===== config.mk =====
export PLATFORM = sky130hd
export DESIGN_NAME = icmp_echo_reply_matcher
export DESIGN_NICKNAME = d
export VERILOG_FILES = /design/src/rtl/core/iemr_pkg.sv /design/src/rtl/core/iemr_capture.sv /design/src/rtl/core/iemr_check.sv /design/src/rtl/core/iemr_result.sv /design/src/rtl/core/icmp_echo_reply_matcher.sv
export SDC_FILE = /design/constraint.sdc
export NUM_CORES = 1
export LEC_CHECK = 0
export BUFFER_PORTS_ARGS = -buffer_cell sky130_fd_sc_hd__buf_2
export CAP_MARGIN = 20
export CORE_UTILIZATION = 40
export CTS_CLUSTER_SIZE = 20
export DETAILED_ROUTE_END_ITERATION = 10
export PLACE_DENSITY = 0.54
export SYNTH_ARGS = -nofsm -noshare
export SYNTH_HDL_FRONTEND = slang
export SYNTH_SLANG_ARGS = --single-unit
export TNS_END_PERCENT = 30

===== constraint.sdc =====
create_clock -name clk -period 10.22 [get_ports clk]
set_input_delay 0.511 -clock clk [delete_from_list [all_inputs] [get_ports clk]]
set_output_delay 0.511 -clock clk [all_outputs]
set_load 0.05 [all_outputs]

===== src/rtl/core/iemr_pkg.sv =====
// Shared types and constants of the ICMP echo reply matcher.
package iemr_pkg;

	typedef struct packed {
		logic [7:0]  packet_byte;
		logic        is_last;
		logic [31:0] recv_seconds;
		logic [19:0] recv_microseconds;
	} in_word_t;

	typedef struct packed {
		logic [2:0]         verdict;
		logic signed [31:0] round_trip_us;
	} out_word_t;

	typedef enum logic [2:0] {
		VERDICT_ACCEPTED    = 3'd0,
		VERDICT_NOT_ICMP    = 3'd1,
		VERDICT_TOO_SHORT   = 3'd2,
		VERDICT_NOT_REPLY   = 3'd3,
		VERDICT_ID_MISMATCH = 3'd4,
		VERDICT_SHORT_REPLY = 3'd5
	} verdict_t;

	// Packet summary handed on when the last byte is taken
	typedef struct packed {
		logic        short_packet;   // under 10 bytes
		logic        short_icmp;     // ICMP part under 8 bytes
		logic        short_reply;    // ICMP part under 16 bytes
		logic [7:0]  protocol_byte;
		logic [7:0]  message_type;
		logic [15:0] echo_identifier;
		logic [31:0] sent_seconds;
		logic [31:0] sent_microseconds;
		logic [31:0] recv_seconds;
		logic [19:0] recv_microseconds;
	} summary_t;

	// Verdict plus the two halves of the round-trip sum
	typedef struct packed {
		logic [2:0]         verdict;
		logic signed [53:0] sec_product;
		logic signed [32:0] usec_diff;
	} partial_t;

	localparam int unsigned        MIN_PACKET_BYTES = 10;
	localparam int unsigned        ICMP_HDR_BYTES   = 8;
	localparam int unsigned        ICMP_TS_END      = 16;
	localparam int unsigned        PROTO_BYTE_POS   = 9;
	localparam int unsigned        OFF_TYPE         = 0;
	localparam int unsigned        OFF_ID_LO        = 4;
	localparam int unsigned        OFF_ID_HI        = 5;
	localparam int unsigned        OFF_SEC_WORD     = 2;   // offsets 8..11, in 4-byte units
	localparam int unsigned        OFF_USEC_WORD    = 3;   // offsets 12..15
	localparam logic [7:0]         PROTO_ICMP       = 8'd1;
	localparam logic [7:0]         TYPE_ECHO_REPLY  = 8'd0;
	localparam logic signed [20:0] USEC_PER_SEC     = 21'sd1000000;

endpackage


===== src/rtl/core/iemr_capture.sv =====
// Byte counter and header field capture; registers a packet summary on the last byte.
module iemr_capture #(
	parameter int unsigned MAX_PACKET_BYTES = 2048
) (
	input  logic               clk,
	input  logic               arst_n,
	input  logic               in_valid,
	output logic               in_ready,
	input  iemr_pkg::in_word_t in_data,
	output logic               sum_valid,
	input  logic               sum_ready,
	output iemr_pkg::summary_t sum_data
);
	import iemr_pkg::*;

	localparam int unsigned CNT_W = $clog2(MAX_PACKET_BYTES + 1);

	logic [CNT_W-1:0] byte_count_q, count_n;
	logic [5:0]       header_length_q, hl_n;
	logic [7:0]       protocol_q, protocol_n;
	logic [7:0]       type_q, type_n;
	logic [15:0]      ident_q, ident_n;
	logic [31:0]      sent_s_q, sent_s_n;
	logic [31:0]      sent_us_q, sent_us_n;
	logic [CNT_W-1:0] off;
	logic             room, in_icmp, take;
	logic [CNT_W:0]   len_x;
	summary_t         sum_s1;
	logic             valid_s1;

	assign room     = byte_count_q < CNT_W'(MAX_PACKET_BYTES);
	assign in_ready = !valid_s1 || sum_ready;
	assign take     = in_valid && in_ready;

	always_comb begin
		hl_n       = header_length_q;
		protocol_n = protocol_q;
		type_n     = type_q;
		ident_n    = ident_q;
		sent_s_n   = sent_s_q;
		sent_us_n  = sent_us_q;
		count_n    = byte_count_q;
		if (room && byte_count_q == '0)
			hl_n = {in_data.packet_byte[3:0], 2'b00};
		in_icmp = byte_count_q >= CNT_W'(hl_n);
		off     = byte_count_q - CNT_W'(hl_n);
		if (room) begin
			count_n = byte_count_q + 1'b1;
			if (byte_count_q == CNT_W'(PROTO_BYTE_POS))
				protocol_n = in_data.packet_byte;
			if (in_icmp) begin
				if (off == CNT_W'(OFF_TYPE))
					type_n = in_data.packet_byte;
				else if (off == CNT_W'(OFF_ID_LO))
					ident_n[7:0] = in_data.packet_byte;
				else if (off == CNT_W'(OFF_ID_HI))
					ident_n[15:8] = in_data.packet_byte;
				else if (off[CNT_W-1:2] == (CNT_W-2)'(OFF_SEC_WORD))
					sent_s_n = sent_s_q | (32'(in_data.packet_byte) << {off[1:0], 3'b000});
				else if (off[CNT_W-1:2] == (CNT_W-2)'(OFF_USEC_WORD))
					sent_us_n = sent_us_q | (32'(in_data.packet_byte) << {off[1:0], 3'b000});
			end
		end
		len_x = {1'b0, count_n};
	end

	always_ff @(posedge clk or negedge arst_n) begin
		if (!arst_n) begin
			byte_count_q    <= '0;
			header_length_q <= '0;
			protocol_q      <= '0;
			type_q          <= '0;
			ident_q         <= '0;
			sent_s_q        <= '0;
			sent_us_q       <= '0;
		end else if (take) begin
			if (in_data.is_last) begin
				byte_count_q    <= '0;
				header_length_q <= '0;
				protocol_q      <= '0;
				type_q          <= '0;
				ident_q         <= '0;
				sent_s_q        <= '0;
				sent_us_q       <= '0;
			end else begin
				byte_count_q    <= count_n;
				header_length_q <= hl_n;
				protocol_q      <= protocol_n;
				type_q          <= type_n;
				ident_q         <= ident_n;
				sent_s_q        <= sent_s_n;
				sent_us_q       <= sent_us_n;
			end
		end
	end

	always_ff @(posedge clk or negedge arst_n) begin
		if (!arst_n) begin
			valid_s1 <= 1'b0;
		end else if (in_ready) begin
			valid_s1 <= take && in_data.is_last;
		end
	end

	always_ff @(posedge clk) begin
		if (take && in_data.is_last) begin
			sum_s1.short_packet      <= len_x < (CNT_W+1)'(MIN_PACKET_BYTES);
			sum_s1.short_icmp        <= len_x < (CNT_W+1)'(hl_n) + (CNT_W+1)'(ICMP_HDR_BYTES);
			sum_s1.short_reply       <= len_x < (CNT_W+1)'(hl_n) + (CNT_W+1)'(ICMP_TS_END);
			sum_s1.protocol_byte     <= protocol_n;
			sum_s1.message_type      <= type_n;
			sum_s1.echo_identifier   <= ident_n;
			sum_s1.sent_seconds      <= sent_s_n;
			sum_s1.sent_microseconds <= sent_us_n;
			sum_s1.recv_seconds      <= in_data.recv_seconds;
			sum_s1.recv_microseconds <= in_data.recv_microseconds;
		end
	end

	assign sum_valid = valid_s1;
	assign sum_data  = sum_s1;

endmodule


===== src/rtl/core/iemr_check.sv =====
// Verdict selection and the seconds-to-microseconds product.
module iemr_check (
	input  logic               clk,
	input  logic               arst_n,
	input  logic [15:0]        own_identifier,
	input  logic               sum_valid,
	output logic               sum_ready,
	input  iemr_pkg::summary_t sum_data,
	output logic               part_valid,
	input  logic               part_ready,
	output iemr_pkg::partial_t part_data
);
	import iemr_pkg::*;

	verdict_t           verdict;
	logic signed [32:0] sec_diff;
	partial_t           part_s2;
	logic               valid_s2;

	always_comb begin
		priority if (sum_data.short_packet)
			verdict = VERDICT_TOO_SHORT;
		else if (sum_data.protocol_byte != PROTO_ICMP)
			verdict = VERDICT_NOT_ICMP;
		else if (sum_data.short_icmp)
			verdict = VERDICT_TOO_SHORT;
		else if (sum_data.message_type != TYPE_ECHO_REPLY)
			verdict = VERDICT_NOT_REPLY;
		else if (sum_data.echo_identifier != own_identifier)
			verdict = VERDICT_ID_MISMATCH;
		else if (sum_data.short_reply)
			verdict = VERDICT_SHORT_REPLY;
		else
			verdict = VERDICT_ACCEPTED;
	end

	assign sec_diff  = $signed({1'b0, sum_data.recv_seconds})
	                 - $signed({1'b0, sum_data.sent_seconds});
	assign sum_ready = !valid_s2 || part_ready;

	always_ff @(posedge clk or negedge arst_n) begin
		if (!arst_n) begin
			valid_s2 <= 1'b0;
		end else if (sum_ready) begin
			valid_s2 <= sum_valid;
		end
	end

	always_ff @(posedge clk) begin
		if (sum_valid && sum_ready) begin
			part_s2.verdict     <= verdict;
			part_s2.sec_product <= sec_diff * USEC_PER_SEC;
			part_s2.usec_diff   <= $signed({13'b0, sum_data.recv_microseconds})
			                     - $signed({1'b0, sum_data.sent_microseconds});
		end
	end

	assign part_valid = valid_s2;
	assign part_data  = part_s2;

endmodule


===== src/rtl/core/iemr_result.sv =====
// Final sum, saturation to 32 bits and the output register.
module iemr_result (
	input  logic                clk,
	input  logic                arst_n,
	input  logic                part_valid,
	output logic                part_ready,
	input  iemr_pkg::partial_t  part_data,
	output logic                out_valid,
	input  logic                out_ready,
	output iemr_pkg::out_word_t out_data
);
	import iemr_pkg::*;

	localparam logic signed [54:0] SAT_MAX = 55'sd2147483647;
	localparam logic signed [54:0] SAT_MIN = -55'sd2147483648;

	logic signed [54:0] total;
	logic signed [31:0] rtt;
	out_word_t          out_q;
	logic               valid_q;

	assign total = 55'(part_data.sec_product) + 55'(part_data.usec_diff);

	always_comb begin
		priority if (part_data.verdict != VERDICT_ACCEPTED)
			rtt = '0;
		else if (total > SAT_MAX)
			rtt = 32'sh7FFF_FFFF;
		else if (total < SAT_MIN)
			rtt = 32'sh8000_0000;
		else
			rtt = total[31:0];
	end

	assign part_ready = !valid_q || out_ready;

	always_ff @(posedge clk or negedge arst_n) begin
		if (!arst_n) begin
			valid_q <= 1'b0;
		end else if (part_ready) begin
			valid_q <= part_valid;
		end
	end

	always_ff @(posedge clk) begin
		if (part_valid && part_ready) begin
			out_q.verdict       <= part_data.verdict;
			out_q.round_trip_us <= rtt;
		end
	end

	assign out_valid = valid_q;
	assign out_data  = out_q;

endmodule


===== src/rtl/core/icmp_echo_reply_matcher.sv =====
// Each packet's verdict goes through the summary, check/multiply and output registers in order.
// Throughput: one packet byte per cycle while in_ready is high; capture, check/multiply
// and output registers hold one word each; bytes stop only while a summary waits in capture.
// Reset: arst_n clears the byte count, captured fields, own_identifier and all valid flags.
// The identifier register write port is always ready.
module icmp_echo_reply_matcher #(
	parameter int unsigned MAX_PACKET_BYTES = 2048
) (
	input  logic                clk,
	input  logic                arst_n,
	input  logic                in_valid,
	output logic                in_ready,
	input  iemr_pkg::in_word_t  in_data,
	output logic                out_valid,
	input  logic                out_ready,
	output iemr_pkg::out_word_t out_data,
	input  logic                cfg_valid,
	output logic                cfg_ready,
	input  logic [15:0]         cfg_data
);
	import iemr_pkg::*;

	logic [15:0] own_identifier_q;
	logic        sum_valid, sum_ready;
	summary_t    sum_data;
	logic        part_valid, part_ready;
	partial_t    part_data;

	assign cfg_ready = 1'b1;

	always_ff @(posedge clk or negedge arst_n) begin
		if (!arst_n) begin
			own_identifier_q <= '0;
		end else if (cfg_valid && cfg_ready) begin
			own_identifier_q <= cfg_data;
		end
	end

	iemr_capture #(
		.MAX_PACKET_BYTES(MAX_PACKET_BYTES)
	) u_capture (
		.clk       (clk),
		.arst_n    (arst_n),
		.in_valid  (in_valid),
		.in_ready  (in_ready),
		.in_data   (in_data),
		.sum_valid (sum_valid),
		.sum_ready (sum_ready),
		.sum_data  (sum_data)
	);

	iemr_check u_check (
		.clk            (clk),
		.arst_n         (arst_n),
		.own_identifier (own_identifier_q),
		.sum_valid      (sum_valid),
		.sum_ready      (sum_ready),
		.sum_data       (sum_data),
		.part_valid     (part_valid),
		.part_ready     (part_ready),
		.part_data      (part_data)
	);

	iemr_result u_result (
		.clk        (clk),
		.arst_n     (arst_n),
		.part_valid (part_valid),
		.part_ready (part_ready),
		.part_data  (part_data),
		.out_valid  (out_valid),
		.out_ready  (out_ready),
		.out_data   (out_data)
	);

endmodule


==> results.yml, run 1 <==
clock_network:
  cts.sinks: 403
  hold_buffers: 1
  cts_tree: "built"
  htree_levels: 2
  clockBufferDepth: 3
  clockRootBuffer: "clkbuf_16"
  cts_made_buffers: 46
  post_cts_resized: 0
  worst_skew_pair.late_latency_ns: 0.60
  cts_setup_buffers: 0
  clkTransAtPathRegs_ns: 0.06
die:
  die_y_um: 276
  io_pins: 120
  rows: 100
  die-area_um2: 76100
  dieWidth_um: 276
  core_area_um2: 74300
  start_util_pct: 40.4
min_path:
  hold_class: "in -> reg"
routing:
  antenna_left: 0
  drc_errors: 0
  dr_total_vias: 20962
  dr.pass1.iters: 7
  wire_per_inst_um: 18.4
  avgViaCountPerCell: 5.30
  drtIter0Drc: 1130
  routed_wl_mm: 72.6
logic_synthesis:
  synth_seq_cells: 403
  synthCells: 2860
  yosysWarningCount: 0
  avgSynthCellArea_um2: 10.5
  netlist-cell-type-count: 84
  yosysSeqAreaShare_pct: 38.1
  synthArstFlopShare_pct: 33.0
  synth_flop_cell: "edfxtp_1"
  synthesis.area_um2: 30000
  synthesis.nets: 3413
  synth_edf_count: 270
grt:
  grt_util_all_layers_pct: 19.2
  grt_pass1_vias: 21329
  grt_max_degree: 210
  grt_pass1_wl_mm: 116
  gr-total-overflow: 0
  antenna_found_initial: 0
outcome:
  status: "finished clean"
sta:
  setup_viol: 0
  hold_viol_final: 0
  fin_crit_sh_pct: 87.6
  skew_ns: 0.0280
  max_freq_mhz: 112
  period_needed_ns: 8.96
  final.setup.tns_ns: 0
  grt_setup_unrepaired: "false"
  worstMarginPinSlew_ns: 1.10
  slew_headroom_pct: 26.7
  slew_viol_final: 0
job:
  cap_viol_max_count: 0
worst_setup_path:
  critPathLaunch: "u_capture.sum_data[20]"
  reg2reg_slack_ns: 1.26
  slowest_delay_ns: 0.53
  reg2reg_depth: 29
  timing.rr.end: "u_check.part_data[84]"
  worst_setup_path_start_kind: "flop"
  arrival_ns: 9.28
  rr_startpoint: "u_capture.sum_data[20]"
  crit_top_cell: "ha_1"
  slowest_stage: "fa_1"
  worst_setup_path_end_kind: "flop"
  cp-endpoint: "u_check.part_data[84]"
  worstSetupPathType: "reg -> reg"
  cp_data_required_time_ns: 10.54
  cp_max_fo: 8
cells_and_area:
  filler_cell_count: 7044
  syn_to_final_growth_pct: 10.7
  drive_gt1_share_pct: 9.98
  nNetsFinal: 3501
  multiInputGateArea_um2: 16900
  final-seq-area_um2: 11400
placed_design:
  port_buffers: 118
  dp.final_hpwl_mm: 56.9
  gp_congestion: 0.874
## worst min-delay path by stage
stage / startpoint / end / slack (ns) / cells after the start
finish: in_data[31] / u_capture.sum_data[31] / 0.1 / 1
detailed placement: u_capture.ident_q[2] / u_capture.ident_q[2] / 0.46 / 2
global placement: u_capture.ident_q[7] / u_capture.ident_q[7] / 0.46 / 2
floorplan: arst_n / own_identifier_q[0] / 0.22 / 0
global route: in_data[43] / u_capture.sum_data[43] / 0.08 / 1
CTS: in_data[31] / u_capture.sum_data[31] / 0.06 / 1
## area by class of cell
class	instances	share of cell area, %
clock inverter	28	0.908
tap	969	3.65
timing repair buffer	136	2.27
sequential	403	34.5
inverter	335	3.79
clock buffer	58	3.88
antenna	1	0.00754
multi-input combinational	2026	51.0
## cell families (layout without fill, tap and decap cells)
kind of cell / after synthesis / after routing / share of synthesized area, %
AO/OA/AOI/OAI: 685 / 685 / 14.8
buffers and inverters: 431 / 557 / 5.54
AND/OR/NAND/NOR: 611 / 611 / 10.2
multiplexers: 54 / 54 / 1.98
adder cells (fa/ha/maj): 471 / 471 / 23.4
other: 2 / 3 / 0.0250
XOR/XNOR: 203 / 203 / 5.93
flip-flops: 403 / 403 / 38.1
## stage by stage
step	cell area (um^2)	setup WS, ns	hold slack [ns]	utilization [%]	std cells
final	33200	1.26	0.0965	44.7	3956
after global routing	33200	0.610	0.0758	44.7	3955
after CTS	33200	1.18	0.0600	44.6	3954
after detailed placement	31600	1.21	0.464	42.5	3867
after global placement	31600	1.41	0.456	42.5	3866
after floorplan	30000	1.95	0.215	-	2860
## cell usage after synthesis, drive strengths merged, types with 59 or more instances
cell    count  area, um^2
ha        322        4030
xnor2     123        1080
a21o      147        1100
xor2       80         701
nand2     118         443
nor2      175         657
o21ai     127         639
fa        149        2980
inv       335        1260
clkbuf     81         304
a21oi     209        1050
edfxtp    270        8110
nand3      59         295
dfrtp     133        3330
## layout by cell type (no fill, tap or decap), types with 25 or more instances in the layout
cell type	instances
dfrtp_1	133
and3_1	29
a21o_1	147
o21ai_0	94
o21ai_1	31
nand3_1	59
nand2_1	118
nand4_1	30
a21oi_1	209
edfxtp_1	270
nor2b_1	34
a22o_1	25
clkbuf_16	47
nor3_1	46
xnor2_1	123
xor2_1	80
inv_1	335
ha_1	322
fa_1	149
nor2_1	173
mux2_2	42
buf_2	117
## worst max-delay path: cells and delay by family, from the launching register on
family | cells | cell delay [ns]
buffers and inverters | 2 | 0.26
AND/OR/NAND/NOR | 4 | 0.90
adder cells (fa/ha/maj) | 9 | 3.49
XOR/XNOR | 1 | 0.10
AO/OA/AOI/OAI | 13 | 3.64
flip-flops | 1 | 0.33
## metal layers
metal	track usage, %	part of all wire, %	vias up	routed length, um
met4	5.83	2.8	0	2060
met1	26.0	47	10183	33900
met3	2.15	3.1	109	2280
met2	32.3	47	378	34300
li1	-	-	10292	-
met5	0	0	-	0
## flip-flops by register name, indices dropped and copies added, names as in the netlist
register	flops
u_capture.sent_s_q	32
u_capture.sum_valid	1
u_check.part_data	84
u_capture.byte_count_q	12
u_capture.type_q	8
u_result.out_valid	1
u_capture.ident_q	16
u_result.out_data	35
u_capture.sum_data	151
u_check.part_valid	1
u_capture.protocol_q	8
u_capture.sent_us_q	32
own_identifier_q	16
u_capture.header_length_q	6
Power of run 1 is left out: the tool's default activity adds up to more than one toggle a clock period on the data nets, which glitch-free logic cannot reach.
==> run 2, diff against run 1 <==
RECOVER_POWER = 50   (was default)
==> run 2 against run 1 <==
The flow now finishes with violations (max-capacitance violations, max-slew violations). Critical path depth unchanged. Highest routed layer unchanged. Routed wire length down 0.14%. Utilization down 0.16 points.
==> results.yml, run 2 (synthesis results as in run 1) <==
outcome:
  status: "finished with violations"
  violations: "max-capacitance violations, max-slew violations"
placed_design:
  dp_cells: 3867
  gp_congestion: 0.874
  port_buffers: 118
  preCtsSetupSlack_ns: 1.21
  dp.final_hpwl_mm: 56.9
routing:
  dr_total_vias: 20955
  avgViaCountPerCell: 5.30
  drc_errors: 0
  drtIter0Drc: 1102
  wire_per_inst_um: 18.3
  dr.pass1.iters: 5
  routed_wl_mm: 72.5
  antenna_left: 0
grt:
  grt_util_all_layers_pct: 19.2
  grt_pass1_wl_mm: 116
  grt_pass1_vias: 21329
  gr-total-overflow: 0
  grt_max_degree: 210
  antenna_found_initial: 0
cells_and_area:
  instances_no_fill: 3956
  final_common_cell: "inv_1"
  nNetsFinal: 3501
  drive_gt1_share_pct: 7.70
  final_cell_mix: "inv_1, ha_1, edfxtp_1"
  filler_cell_count: 7081
  syn_to_final_growth_pct: 10.3
  largest_reg_flops: 151
sta:
  slew_viol_final: 521
  period_needed_ns: 8.96
  hold_viol_final: 0
  holdWs_ns: 0.0984
  grt_setup_unrepaired: "false"
  worstMarginPinSlew_ns: 4.86
  setup_viol: 0
  fin_ws_ns: 1.26
  slew_headroom_pct: -224
  max_freq_mhz: 112
  skew_ns: 0.0288
  final.setup.tns_ns: 0
  fin_crit_sh_pct: 87.7
clock_network:
  htree_levels: 2
  cts_made_buffers: 46
  cts_tree: "built"
  worst_skew_pair.late_latency_ns: 0.60
  post_cts_resized: 0
  cts.sinks: 403
  clkTransAtPathRegs_ns: 0.06
  clockBufferDepth: 3
  clockRootBuffer: "clkbuf_16"
die:
  rows: 100
  die-area_um2: 76100
  dieWidth_um: 276
  io_pins: 120
  die_y_um: 276
  start_util_pct: 40.4
  core_area_um2: 74300
worst_setup_path:
  arrival_ns: 9.28
  crit_top_cell: "ha_1"
  cp_data_required_time_ns: 10.54
  cp_max_fo: 8
  slowest_delay_ns: 0.53
  worstSetupPathType: "reg -> reg"
  crit_buf_inv: 2
  worst_setup_path_start_kind: "flop"
  worst_setup_path_end_kind: "flop"
  slowest_stage: "fa_1"
  cpLargestDelayFamily: "compound AO/OA/AOI/OAI gates"
job:
  cap_viol_max_count: 8
min_path:
  hold_class: "in -> reg"
-- run 2: cell types whose count changed in the layout (fill, tap and decap cells not counted), sizes merged --
cell / before / now
clkbuf: 59 / 119
buf: 134 / 74
-- run 2: metal layers --
metal,GRT usage [%],routed length (um)
met1,26.0,34100
met2,32.3,34300
met3,2.15,2030
met4,5.83,2050
met5,0,0
-- run 2: final timing paths --
| path | from | end | slack [ns] | cells after the start |
|---|---|---|---|---|
| hold / removal | in_data[31] | u_capture.sum_data[31] | 0.1 | 1 |
| hold reg to reg | u_capture.ident_q[2] | u_capture.ident_q[2] | 0.47 | 2 |
| setup / recovery | u_capture.sum_data[20] | u_check.part_data[84] | 1.26 | 29 |
| max in group asynchronous | arst_n | u_capture.sent_us_q[8] | 3.61 | 4 |
| min in group asynchronous | arst_n | u_capture.ident_q[11] | 0.97 | 2 |
| setup reg to reg | u_capture.sum_data[20] | u_check.part_data[84] | 1.26 | 29 |
-- run 2: stage by stage --
stage | cell area (um^2) | utilization (%)
2_1_floorplan | 30000 | -
3_3_place_gp | 31600 | 42.5
3_5_place_dp | 31600 | 42.5
4_1_cts | 33200 | 44.6
5_1_grt | 33100 | 44.5
6_report | 33100 | 44.5
-- run 2: layout make-up --
| cell class | count | area [um^2] | share of cell area [%] |
|---|---|---|---|
| Multi-Input combinational cell | 2026 | 16900 | 51.2 |
| Sequential cell | 403 | 11400 | 34.6 |
| Clock buffer | 58 | 1290 | 3.89 |
| Inverter | 335 | 1260 | 3.80 |
| Tap cell | 969 | 1210 | 3.67 |
| Timing Repair Buffer | 136 | 649 | 1.96 |
| Clock inverter | 28 | 302 | 0.912 |
| Antenna cell | 1 | 2.50 | 0.00757 |
-- run 2: timing repair --
item	in CTS	in global routing
endpoints found under the hold margin	33	0
setup buffers	0	0
hold buffers	1	0
Power of run 2 is left out for the same reason.
